**src/rtl/motion_capture_text_lexer_assert.svh**
```systemverilog
// assertion macros shared by the lexer rtl
`ifndef MOTION_CAPTURE_TEXT_LEXER_ASSERT_SVH
`define MOTION_CAPTURE_TEXT_LEXER_ASSERT_SVH

// property checked on every clock outside reset
`define MCTL_CHECK(label, prop, msg) \
  label: assert property (@(posedge clk) disable iff (rst) prop) \
    else $error(msg);

// consequent checked in the clock after the antecedent
`define MCTL_CHECK_NEXT(label, ante, cons, msg) \
  label: assert property (@(posedge clk) disable iff (rst) (ante) |=> (cons)) \
    else $error(msg);

`endif

```
**src/rtl/mctl_pkg.sv**
```systemverilog
// types, constants and keyword tables of the motion capture text lexer
`default_nettype none

package mctl_pkg;

  localparam int TOKEN_LENGTH_MAX = 255;
  localparam int CNT_W = $clog2(TOKEN_LENGTH_MAX + 1);
  localparam int KW_COUNT = 11;
  localparam int FIFO_DEPTH = 4;
  localparam int FIFO_PTR_W = $clog2(FIFO_DEPTH);
  localparam int FIFO_CNT_W = $clog2(FIFO_DEPTH + 1);

  // token kind codes
  localparam logic [4:0] TK_STRING = 5'd11;
  localparam logic [4:0] TK_NUMBER = 5'd12;
  localparam logic [4:0] TK_LBRACE = 5'd13;
  localparam logic [4:0] TK_RBRACE = 5'd14;
  localparam logic [4:0] TK_COLON  = 5'd15;
  localparam logic [4:0] TK_ERROR  = 5'd16;
  localparam logic [4:0] TK_EOF    = 5'd17;

  // characters with a meaning of their own
  localparam logic [7:0] CH_MINUS  = 8'h2D;
  localparam logic [7:0] CH_DOT    = 8'h2E;
  localparam logic [7:0] CH_UNDER  = 8'h5F;
  localparam logic [7:0] CH_LBRACE = 8'h7B;
  localparam logic [7:0] CH_RBRACE = 8'h7D;
  localparam logic [7:0] CH_COLON  = 8'h3A;
  localparam logic [7:0] CH_SPACE  = 8'h20;

  typedef enum logic [1:0] {
    MODE_IDLE,
    MODE_WORD,
    MODE_INT,
    MODE_FRAC
  } mode_t;

  typedef logic [CNT_W-1:0] cnt_t;
  typedef logic [KW_COUNT-1:0] kw_mask_t;
  typedef logic [FIFO_PTR_W-1:0] fifo_ptr_t;
  typedef logic [FIFO_CNT_W-1:0] fifo_cnt_t;

  // queue fill levels: completely full, and the most that still leaves two free slots
  localparam fifo_cnt_t FIFO_FULL       = fifo_cnt_t'(FIFO_DEPTH);
  localparam fifo_cnt_t FIFO_ROOM_LIMIT = fifo_cnt_t'(FIFO_DEPTH - 2);

  typedef struct packed {
    logic [4:0] kind;
    logic [7:0] length;
    logic       last;
  } token_t;

  // up to two tokens produced by one input word
  typedef struct packed {
    logic [1:0] n;
    token_t     t0;
    token_t     t1;
  } step_t;

  function automatic logic is_space(logic [7:0] c);
    return (c == CH_SPACE) || (c >= 8'd9 && c <= 8'd13);
  endfunction

  function automatic logic is_digit(logic [7:0] c);
    return c >= 8'h30 && c <= 8'h39;
  endfunction

  function automatic logic is_alpha(logic [7:0] c);
    return (c >= 8'h41 && c <= 8'h5A) || (c >= 8'h61 && c <= 8'h7A);
  endfunction

  function automatic logic [3:0] kw_len(logic [3:0] k);
    logic [3:0] len;
    unique case (k)
      4'd0:    len = 4'd9;
      4'd1:    len = 4'd4;
      4'd2:    len = 4'd6;
      4'd3:    len = 4'd8;
      4'd4:    len = 4'd5;
      4'd5:    len = 4'd3;
      4'd6:    len = 4'd4;
      4'd7:    len = 4'd6;
      4'd8:    len = 4'd6;
      4'd9:    len = 4'd5;
      4'd10:   len = 4'd4;
      default: len = 4'd0;
    endcase
    return len;
  endfunction

  // character at position pos of keyword k, zero past its end
  function automatic logic [7:0] kw_char(logic [3:0] k, logic [3:0] pos);
    logic [71:0] txt;
    logic [3:0]  len;
    logic [6:0]  sh;
    logic [71:0] moved;
    unique case (k)
      4'd0:    txt = 72'("HIERARCHY");
      4'd1:    txt = 72'("ROOT");
      4'd2:    txt = 72'("OFFSET");
      4'd3:    txt = 72'("CHANNELS");
      4'd4:    txt = 72'("JOINT");
      4'd5:    txt = 72'("End");
      4'd6:    txt = 72'("Site");
      4'd7:    txt = 72'("MOTION");
      4'd8:    txt = 72'("Frames");
      4'd9:    txt = 72'("Frame");
      4'd10:   txt = 72'("Time");
      default: txt = '0;
    endcase
    len = kw_len(k);
    sh = {4'(len - 4'd1 - pos), 3'b000};
    moved = txt >> sh;
    return (pos < len) ? moved[7:0] : 8'h00;
  endfunction

endpackage

`default_nettype wire

```
**src/rtl/motion_capture_text_lexer.sv**
```systemverilog
// top level of the motion capture text lexer
//
// input channel: item_valid / item_ready carry one word per ready cycle, kind
//   (0 text byte, 1 end of file) and char_byte
// output channel: token_valid / token_ready carry one token word, with
//   token_kind, token_length and last_of_run (set on the final token that
//   one input word gives)
// an accepted word sits in the input register until the queue has room; the
//   scanner then classifies it and pushes zero, one or two tokens into a
//   four-entry queue, where its tokens are registered before they leave
// throughput: one input word per cycle while the queue has room; a word that
//   gives two tokens sends them in turn through the single output port
// the scanner advances only when the queue has two free slots, so item_ready
//   drops when the receiver stalls and the queue fills
// reset (rst, synchronous): queue empty, input register empty, scanner idle
//   between tokens with no open word or number
`default_nettype none

module motion_capture_text_lexer (
  input  wire logic       clk,
  input  wire logic       rst,
  input  wire logic       item_valid,
  output logic            item_ready,
  input  wire logic       kind,
  input  wire logic [7:0] char_byte,
  output logic            token_valid,
  input  wire logic       token_ready,
  output logic [4:0]      token_kind,
  output logic [7:0]      token_length,
  output logic            last_of_run
);

  // input register
  logic       in_full;
  logic       in_eof;
  logic [7:0] in_byte;

  logic             advance;
  logic             room;
  mctl_pkg::step_t  step;
  mctl_pkg::step_t  push;
  mctl_pkg::token_t head;

  // the held word is consumed once the queue can take two tokens
  assign advance    = in_full && room;
  assign item_ready = !in_full || advance;

  always_ff @(posedge clk) begin
    if (rst) begin
      in_full <= 1'b0;
    end else if (item_ready) begin
      in_full <= item_valid;
    end
  end

  always_ff @(posedge clk) begin
    if (item_valid && item_ready) begin
      in_eof  <= kind;
      in_byte <= char_byte;
    end
  end

  mctl_scanner u_scanner (
    .clk     (clk),
    .rst     (rst),
    .advance (advance),
    .eof     (in_eof),
    .c       (in_byte),
    .step    (step)
  );

  // only a consumed word pushes tokens
  always_comb begin
    push = step;
    if (!advance) begin
      push.n = 2'd0;
    end
  end

  mctl_token_fifo u_fifo (
    .clk       (clk),
    .rst       (rst),
    .push      (push),
    .room      (room),
    .out_valid (token_valid),
    .out_ready (token_ready),
    .head      (head)
  );

  assign token_kind   = head.kind;
  assign token_length = head.length;
  assign last_of_run  = head.last;

endmodule

`default_nettype wire

```
**src/rtl/mctl_scanner.sv**
```systemverilog
// scan state and per-byte token logic
`default_nettype none

module mctl_scanner (
  input  wire logic            clk,
  input  wire logic            rst,
  input  wire logic            advance,
  input  wire logic            eof,
  input  wire logic [7:0]      c,
  output mctl_pkg::step_t      step
);

  `include "motion_capture_text_lexer_assert.svh"

  mctl_pkg::mode_t    mode, mode_next;
  mctl_pkg::kw_mask_t mask, mask_next;
  mctl_pkg::cnt_t     cnt, cnt_next;

  mctl_pkg::cnt_t     cnt_up;
  mctl_pkg::kw_mask_t upd_mask;
  mctl_pkg::kw_mask_t start_mask;
  mctl_pkg::token_t   fin_tok;
  logic [4:0]         fin_kind;

  mctl_pkg::mode_t    st_mode;
  mctl_pkg::kw_mask_t st_mask;
  mctl_pkg::cnt_t     st_cnt;
  logic               st_emit;
  logic [4:0]         st_kind;
  logic               continuing;

  always_ff @(posedge clk) begin
    if (rst) begin
      mode <= mctl_pkg::MODE_IDLE;
      mask <= '0;
      cnt  <= '0;
    end else if (advance) begin
      mode <= mode_next;
      mask <= mask_next;
      cnt  <= cnt_next;
    end
  end

  assign cnt_up = (cnt < mctl_pkg::CNT_W'(mctl_pkg::TOKEN_LENGTH_MAX)) ?
                  cnt + mctl_pkg::CNT_W'(1) : cnt;

  // keyword prefix match, next character at position cnt
  always_comb begin
    for (int k = 0; k < mctl_pkg::KW_COUNT; k++) begin
      upd_mask[k] = mask[k]
                    && (cnt < mctl_pkg::CNT_W'(mctl_pkg::kw_len(4'(k))))
                    && (mctl_pkg::kw_char(4'(k), cnt[3:0]) == c);
      start_mask[k] = (mctl_pkg::kw_char(4'(k), 4'd0) == c);
    end
  end

  // kind of the word or number being closed
  always_comb begin
    fin_kind = mctl_pkg::TK_STRING;
    for (int k = 0; k < mctl_pkg::KW_COUNT; k++) begin
      if (mask[k] && cnt == mctl_pkg::CNT_W'(mctl_pkg::kw_len(4'(k)))) begin
        fin_kind = 5'(k);
      end
    end
    fin_tok.kind   = (mode == mctl_pkg::MODE_WORD) ? fin_kind : mctl_pkg::TK_NUMBER;
    fin_tok.length = 8'(cnt);
    fin_tok.last   = 1'b0;
  end

  // what the byte does when it opens a token
  always_comb begin
    st_mode = mctl_pkg::MODE_IDLE;
    st_mask = '0;
    st_cnt  = '0;
    st_emit = 1'b0;
    st_kind = mctl_pkg::TK_ERROR;
    priority if (mctl_pkg::is_space(c)) begin
      st_emit = 1'b0;
    end else if (mctl_pkg::is_alpha(c)) begin
      st_mode = mctl_pkg::MODE_WORD;
      st_mask = start_mask;
      st_cnt  = mctl_pkg::CNT_W'(1);
    end else if (mctl_pkg::is_digit(c) || c == mctl_pkg::CH_MINUS) begin
      st_mode = mctl_pkg::MODE_INT;
      st_cnt  = mctl_pkg::CNT_W'(1);
    end else if (c == mctl_pkg::CH_DOT) begin
      st_mode = mctl_pkg::MODE_FRAC;
      st_cnt  = mctl_pkg::CNT_W'(1);
    end else if (c == mctl_pkg::CH_LBRACE) begin
      st_emit = 1'b1;
      st_kind = mctl_pkg::TK_LBRACE;
    end else if (c == mctl_pkg::CH_RBRACE) begin
      st_emit = 1'b1;
      st_kind = mctl_pkg::TK_RBRACE;
    end else if (c == mctl_pkg::CH_COLON) begin
      st_emit = 1'b1;
      st_kind = mctl_pkg::TK_COLON;
    end else begin
      st_emit = 1'b1;
      st_kind = mctl_pkg::TK_ERROR;
    end
  end

  always_comb begin
    unique case (mode)
      mctl_pkg::MODE_WORD: continuing = mctl_pkg::is_alpha(c) || mctl_pkg::is_digit(c)
                                        || c == mctl_pkg::CH_UNDER
                                        || c == mctl_pkg::CH_MINUS;
      mctl_pkg::MODE_INT:  continuing = mctl_pkg::is_digit(c) || c == mctl_pkg::CH_DOT;
      mctl_pkg::MODE_FRAC: continuing = mctl_pkg::is_digit(c);
      default:             continuing = 1'b0;
    endcase
  end

  // next state and tokens
  always_comb begin
    mode_next = mode;
    mask_next = mask;
    cnt_next  = cnt;
    step      = '0;
    if (eof) begin
      mode_next = mctl_pkg::MODE_IDLE;
      mask_next = '0;
      cnt_next  = '0;
      if (mode != mctl_pkg::MODE_IDLE) begin
        step.n  = 2'd2;
        step.t0 = fin_tok;
        step.t1 = '{kind: mctl_pkg::TK_EOF, length: 8'd0, last: 1'b1};
      end else begin
        step.n  = 2'd1;
        step.t0 = '{kind: mctl_pkg::TK_EOF, length: 8'd0, last: 1'b1};
      end
    end else if (continuing) begin
      cnt_next = cnt_up;
      if (mode == mctl_pkg::MODE_WORD) begin
        mask_next = upd_mask;
      end
      if (mode == mctl_pkg::MODE_INT && c == mctl_pkg::CH_DOT) begin
        mode_next = mctl_pkg::MODE_FRAC;
      end
    end else begin
      mode_next = st_mode;
      mask_next = st_mask;
      cnt_next  = st_cnt;
      if (mode != mctl_pkg::MODE_IDLE) begin
        step.t0 = fin_tok;
        if (st_emit) begin
          step.n  = 2'd2;
          step.t1 = '{kind: st_kind, length: 8'd1, last: 1'b1};
        end else begin
          step.n       = 2'd1;
          step.t0.last = 1'b1;
        end
      end else if (st_emit) begin
        step.n  = 2'd1;
        step.t0 = '{kind: st_kind, length: 8'd1, last: 1'b1};
      end
    end
  end

  `MCTL_CHECK(a_mask_only_in_word, (mode != mctl_pkg::MODE_WORD) |-> (mask == '0), "mask set outside word")
  `MCTL_CHECK(a_last_on_second, (step.n == 2'd2) |-> (step.t1.last && !step.t0.last), "last flag misplaced")
  `MCTL_CHECK_NEXT(a_eof_to_idle, advance && eof, mode == mctl_pkg::MODE_IDLE && cnt == '0, "eof left a token open")

endmodule

`default_nettype wire

```
**src/rtl/mctl_token_fifo.sv**
```systemverilog
// small token queue between the scanner and the output port
`default_nettype none

module mctl_token_fifo (
  input  wire logic             clk,
  input  wire logic             rst,
  input  wire mctl_pkg::step_t  push,
  output logic                  room,
  output logic                  out_valid,
  input  wire logic             out_ready,
  output mctl_pkg::token_t      head
);

  `include "motion_capture_text_lexer_assert.svh"

  mctl_pkg::token_t    mem [mctl_pkg::FIFO_DEPTH];
  mctl_pkg::fifo_ptr_t wr_ptr;
  mctl_pkg::fifo_ptr_t rd_ptr;
  mctl_pkg::fifo_cnt_t count;
  mctl_pkg::fifo_cnt_t count_next;
  logic                pop;

  assign out_valid  = (count != '0);
  assign pop        = out_valid && out_ready;
  assign head       = mem[rd_ptr];
  assign count_next = count + mctl_pkg::fifo_cnt_t'(push.n) - mctl_pkg::fifo_cnt_t'(pop);
  // two free slots after this cycle's pop
  assign room       = (count - mctl_pkg::fifo_cnt_t'(pop)) <= mctl_pkg::FIFO_ROOM_LIMIT;

  always_ff @(posedge clk) begin
    if (rst) begin
      wr_ptr <= '0;
      rd_ptr <= '0;
      count  <= '0;
    end else begin
      wr_ptr <= wr_ptr + mctl_pkg::fifo_ptr_t'(push.n);
      rd_ptr <= rd_ptr + mctl_pkg::fifo_ptr_t'(pop);
      count  <= count_next;
    end
  end

  always_ff @(posedge clk) begin
    if (push.n != 2'd0) begin
      mem[wr_ptr] <= push.t0;
    end
    if (push.n == 2'd2) begin
      mem[wr_ptr + mctl_pkg::fifo_ptr_t'(1)] <= push.t1;
    end
  end

  `MCTL_CHECK(a_no_overflow, count <= mctl_pkg::FIFO_FULL, "queue count over depth")
  `MCTL_CHECK(a_push_needs_room, (push.n != 2'd0) |-> room, "push without room")
  `MCTL_CHECK_NEXT(a_count_tracks, 1'b1, count == $past(count_next), "queue count drift")

endmodule

`default_nettype wire
```
**config.mk**
```make
export PLATFORM = sky130hd
export DESIGN_NAME = motion_capture_text_lexer
export DESIGN_NICKNAME = d
export VERILOG_FILES = /design/src/rtl/mctl_pkg.sv /design/src/rtl/motion_capture_text_lexer.sv /design/src/rtl/mctl_scanner.sv /design/src/rtl/mctl_token_fifo.sv
export VERILOG_INCLUDE_DIRS = /design/src /design/src/rtl
export SDC_FILE = /design/constraint.sdc
export NUM_CORES = 1
export LEC_CHECK = 0
export BUFFER_PORTS_ARGS = -buffer_cell sky130_fd_sc_hd__clkbuf_2
export CAP_MARGIN = 10
export CORE_MARGIN = 2
export CORE_UTILIZATION = 45
export CTS_CLUSTER_SIZE = 8
export DETAILED_ROUTE_END_ITERATION = 12
export MAX_ROUTING_LAYER = met4
export PLACE_DENSITY_LB_ADDON = 0.3
export SLEW_MARGIN = 20
export SYNTH_ARGS = -nofsm -noshare
export SYNTH_HDL_FRONTEND = slang
export SYNTH_SLANG_ARGS = --single-unit
```
**constraint.sdc**
```tcl
create_clock -name clk -period 3.85 [get_ports clk]
set_clock_uncertainty 0.15 [all_clocks]
set_input_delay 0.385 -clock clk [delete_from_list [all_inputs] [get_ports clk]]
set_output_delay 0.385 -clock clk [all_outputs]
set_load 0.05 [all_outputs]
```
---- Yosys cells after proc, flatten, opt, wreduce, memory -nomap -nowiden ----
Memory sizes are Yosys's and may differ from the RTL's. A register that Yosys moved wholly into a read port is not among the register bits.
Cells that the tools add are included.
word-level totals
  memories ................................ 1
  RAM bits ................................ 56
  word-level logic and storage cells ...... 223
  register bits ........................... 38
  latch bits .............................. 0
  memory bits (read-only) ................. 0
  bits of input ports ..................... 13
operators by class
  $mul .................................... 0
  bitwise operators ....................... 0
  eq/ne operators ......................... 41
  $add $sub $neg .......................... 13
  order comparisons ....................... 22
  reduce and logical (&&, ||, !) cells .... 56
  muxes and demuxes ....................... 70
  shift operators ......................... 11
  div/mod/pow operators ................... 0
memory list
  memory      words  bits a word  read ports  clocked after Yosys merged registers in  wr ports  RTL line               source
  u_fifo.mem  4      14           1           1                                        2         mctl_token_fifo.sv:16  mctl_pkg::token_t mem [mctl_pkg::FIFO_DEPTH];
operators by type and width
  operator                                                        number
  right shift 47 x 7 -> 8 bit, first input constant               3
  two-way mux 8 bit                                               14
  right shift 31 x 7 -> 8 bit, first input constant               3
  two-way mux 5 bit                                               18
  equality test 8 bit                                             11
  equality test 7 x 8 -> 1 bit, first input constant              10
  right shift 39 x 7 -> 8 bit, first input constant               2
  right shift 71 x 7 -> 8 bit, first input constant               1
  right shift 63 x 7 -> 8 bit, first input constant               1
  two-way mux 30 bit                                              2
  two-way mux 11 bit                                              5
  two-way mux 14 bit                                              3
  logical AND 1 bit                                               41
  equality test 8 x 6 -> 1 bit, second input constant             4
  two-way mux 16 bit                                              2
  equality test 8 x 3 -> 1 bit, second input constant             3
  equality test 8 x 7 -> 1 bit, second input constant             3
  less-than comparator 8 x 3 -> 1 bit, second input constant      3
  right shift 23 x 7 -> 8 bit, first input constant               1
  two-way mux 2 bit                                               10
  equality test 8 x 4 -> 1 bit, second input constant             2
  >= comparator 8 x 7 -> 1 bit, second input constant             2
  less-or-equal comparator 8 x 7 -> 1 bit, second input constant  2
  less-than comparator 8 x 4 -> 1 bit, second input constant      2
  32 further kinds                                                65

---- Logic depth before layout (Yosys ltp) ----
  word-level depth ........................ 21
  depth in mapped cells ................... 16
  depth with buffers taken out ............ 14

---- Cells and area by module ----
A second synthesis with hierarchy kept.
second synthesis, totals
  cell total of the unflattened synthesis .. 796
  area, all modules ....................... 7,751.2 um2
modules (own cells, without submodules)
  module                     sequential area each (um2)  cells each  area each (um2)  instances
  mctl_scanner               420.4                       595         4,110.2          1
  mctl_token_fifo            1,821.7                     184         3,293.2          1
  motion_capture_text_lexer  290.3                       17          347.8            1

---- Least setup slack after synthesis ----
OpenSTA, ideal clock, no wires.
  kind .................................... reg2reg
  start ................................... reg u_fifo.count[2]
  end ..................................... reg u_fifo.count[2]
  clock period less this slack ............ 3.846 ns
  required time ........................... 3.572 ns
  setup time .............................. 0.128 ns
  path slack .............................. 0.004 ns
  data arrival time ....................... 3.568 ns
  stages on the path, launching flop included .. 15
  path buffers ............................ 0
  cell sequence ........................... dfxtp_1 -> or3_1 -> and2_1 -> ha_1 -> ha_1 -> xnor2_1 -> nand4_1 -> a2111o_1 -> and2_1 -> ha_1 -> inv_1 -> fa_1 -> xor2_1 -> xnor2_1 -> nor2_1
between the ends
  cells in the longest elaborated chain, start to end .. 8
RTL lines
  element                                  RTL line                         source
  start, declared                          mctl_token_fifo.sv:19            mctl_pkg::fifo_cnt_t count;
  start signal, assigned                   mctl_token_fifo.sv:38            count <= count_next;
  nonzero test 3 bit *                     mctl_token_fifo.sv:23            assign out_valid = (count != '0);
  via token_valid                          motion_capture_text_lexer.sv:26  output logic token_valid,
  logical AND 1 bit *                      mctl_token_fifo.sv:24            assign pop = out_valid && out_ready;
  subtractor 3 x 1 -> 3 bit                mctl_token_fifo.sv:28            assign room = (count - mctl_pkg::fifo_cnt_t'(pop)) <= mctl_pkg::FIFO_ROOM_LIMIT;
  less-or-equal comparator 3 x 2 -> 1 bit  mctl_token_fifo.sv:28
  logical AND 1 bit                        motion_capture_text_lexer.sv:45  assign advance = in_full && room;
  two-way mux 2 bit                        motion_capture_text_lexer.sv:75  if (!advance) begin
  adder 3 x 2 -> 3 bit                     mctl_token_fifo.sv:26            assign count_next = count + mctl_pkg::fifo_cnt_t'(push.n) - mctl_pkg::fifo_cnt_t'(pop);
  subtractor 3 x 1 -> 3 bit *              mctl_token_fifo.sv:26
The timed path passes the listed nets; every way through them passes the cells marked *.
A chain may end at the register's enable or synchronous reset.

==> impl_metrics.csv <==
group,metric,value,unit
clock_tree,clk_pin_slew,0.07,ns
synth,synth_compound_area_share,26.3,%
min_path,hold_depth,1,
setup_path,startpoint,"u_fifo.count[2]",
route,avgViaCountPerCell,6.58,
clock_tree,worstSkewPairLatency,0.36,ns
synth,synth_cells,860,
synth,synth_nets,901,
synth,ys_warn_count,0,
clock_tree,max-clock-path-buffers,2,
synth,synth_edf_count,37,
cells_and_area,drive_gt1_share,16.2,%
setup_path,crit_path_start_kind,"flip-flop",
synth,netlist_area,7340,µm²
global_routing,globalRouteTotalUtil,27.4,%
route,m1WireLength,10100,µm
synth,syn_area_per_cell,8.53,µm²
synth,synth_top_area_share,15.5,%
min_path,hp-class,"in -> reg",
synth,synth_common_cells,"57 x dfxtp_1, 56 x nand2_1, 51 x clkbuf_1",
clock_tree,clock_sinks,94,
pwr,ir_drop,0.271,mV
clock_tree,postCtsHoldBufs,0,
synth,synthMuxAreaShare,5.29,%
clock_tree,cts-htree-levels,3,
sta,finalCritPeriodShare,95.3,%
setup_path,r2r_cells,11,
clock_tree,tritoncts,"done",
sta,fmaxAchievable,273,MHz
cells_and_area,diodes,0,
floorplan,core,15900,µm²
placed_design,portBuffers,28,
global_routing,grt_pass1_wl,37500,µm
setup_path,r2r-start,"u_fifo.count[2]",
cells_and_area,final.fill_count,1513,
synth,synth_flop_cell,"dfxtp_1",
cells_and_area,fin_util,51.9,%
floorplan,boundaryPins,29,
min_path,min_from,"char_byte[6]",
sta,fin_crit,3.67,ns
floorplan,die-area,17300,µm²
synth,synth_top_family_by_area,"compound AO/OA/AOI/OAI gates",
floorplan,row_count,46,
route,first_iter_violations,798,
flow_run,cap_violations,0,
placed_design,hpwl,16500,µm
setup_path,worstPathArrival,3.55,ns
synth,ys_ff_latch,94,
synth,synth_xor_area_share,3.94,%
synth,yosys.area.top_type,"dfxtp_1",
sta,timing.final.setup_violations,0,
global_routing,grt-ovfl-total,0,
pwr,p_total,4.14,mW
route,route.met2.wl,10600,µm
global_routing,grt_pass1_vias,6843,
placed_design,dpl.cell_count,1088,
global_routing,antenna_found_initial,0,
setup_path,end_kind,"flip-flop",
route,highest_layer,"met4",
clock_tree,numCtsBuffers,9,
synth,ys_seq_area_share,30.7,%
route,first_pass_iters,5,
floorplan,fp.dieH,132,µm
sta,tightest_slew,0.863,ns
sta,slew_headroom,42.4,%
setup_path,required,3.73,ns
synth,yosys.area_share.simple,23.8,%
synth,ys_async_sr_fraction,0,%
clock_tree,cts-root-buf,"clkbuf_16",
synth,synth_cell_types,88,
route,met3_wirelength,1990,µm
placed_design,gp_congestion,0.988,
global_routing,grt_max_degree,30,
route,wirelength,23400,µm
cells_and_area,fin_cells,1109,
pwr,leakage,2.88,nW
cells_and_area,syn2layout_area_growth,12.4,%
route,ant_nets,0,
cells_and_area,final-seq-area,2250,µm²
synth,yosysMostFrequentCell,"dfxtp_1",
synth,ys_top_cells_by_area,"dfxtp_1 16%, edfxtp_1 15%, ha_1 4.6%, mux4_2 4.3%, o22ai_1 3.2%",
sta,finalMaxSlewViolations,0,
setup_path,crit_fanout,7,
route,wl_per_cell,21.1,µm
synth,synth_fa_ha_area_share,4.88,%
floorplan,start_util,46.2,%
cells_and_area,multi_input_area,4730,µm²
setup_path,worstSetupPathType,"reg -> reg",
sta,hold_viol_final,0,
route,vias,7300,
cells_and_area,fin_nets,929,
pwr,power_density,501,nW/µm²
status,outcome,"finished clean",
floorplan,die_w,132,µm
route,drc,0,
==> critical path, stage by stage, from the launching register on <==
cell	delay [ns]
dfxtp_1	0.36
or3_1	0.39
and2_1	0.19
ha_1	0.22
ha_1	0.22
xnor2_2	0.19
buf_4	0.16
nand3_1	0.10
or4_1	0.53
o21ai_2	0.28
nand2_1	0.22
nand2_1	0.34
==> flip-flops by register name, summed over array words and instances, names as in the netlist <==
register,flops
u_scanner.mask,11
u_scanner.mode,2
u_fifo.mem,56
in_full,1
u_fifo.count,3
in_byte,8
in_eof,1
u_fifo.wr_ptr,2
u_scanner.cnt,8
u_fifo.rd_ptr,2
==> path summary, 6_finish.rpt <==
check	end	slack [ns]
setup / recovery	u_fifo.mem[2][11]	0.18
hold / removal	in_byte[6]	0.06
setup reg to reg	u_fifo.mem[2][11]	0.18
hold reg to reg	u_fifo.mem[2][8]	0.33
==> stage by stage <==
| stage | setup WS (ns) | hold slack, ns | setup TNS (ns) | instance area (µm²) |
|---|---|---|---|---|
| after floorplan | 0.00393 | 0.301 | 0 | 7340 |
| after global placement | 0.164 | 0.320 | 0 | 7870 |
| after detailed placement | 0.0803 | 0.319 | 0 | 7870 |
| after CTS | 0.0155 | 0.0516 | 0 | 8160 |
| after global routing | -0.0279 | 0.0475 | -0.148 | 8250 |
| final | 0.181 | 0.0557 | 0 | 8250 |
==> placed cells by master (no fill, tap or decap), types with 13 or more instances in the layout <==
master	n
nor3_1	19
o2bb2ai_1	16
nand3_1	36
buf_4	55
nor2_1	48
mux4_2	14
clkbuf_2	28
o22ai_1	38
inv_1	24
nor2b_1	21
a31oi_1	13
a211oi_1	13
a21boi_0	16
o21ai_0	46
xnor2_1	21
nand2_1	55
ha_1	26
and2_1	15
dfxtp_1	56
a21oi_1	39
nand4_1	27
edfxtp_1	37
==> what timing repair did <==
item | 4_1_cts | 5_1_grt
hold endpoints to repair | 0 | 0
endpoints found under the setup margin | 0 | 26
resized for setup | 0 | 9
buffers inserted | 0 | 4
==> kinds of logic after synthesis <==
| logic type | count (synthesis) |
|---|---|
| simple gates | 313 |
| flops | 94 |
| compound gates | 277 |
| fa+ha+maj | 28 |
| buf+inv | 94 |
| xor+xnor | 33 |
| mux | 21 |
==> power breakdown <==
| group | switching (mW) | leakage [nW] | internal, mW |
|---|---|---|---|
| Combinational | 1.27 | 1.93 | 0.677 |
| Clock | 0.445 | 0.142 | 0.455 |
| Sequential | 0.128 | 0.806 | 1.16 |
==> final cells by class <==
| cell class | instances | share of cell area (%) |
|---|---|---|
| clock buffer | 9 | 2.73 |
| clock inverter | 7 | 0.819 |
| inverter | 25 | 1.14 |
| multi-input combinational | 672 | 57.3 |
| sequential | 94 | 27.3 |
| tap | 216 | 3.28 |
| timing repair buffer | 86 | 7.39 |
==> per-layer routing <==
layer / global-route usage (%) / vias to the layer above
met1: 37.4 / 3484
met2: 41.1 / 389
met5: - / -
met4: 10.1 / 0
met3: 4.44 / 51
li1: - / 3376
No activity file was read; power rests on OpenSTA's default activity.
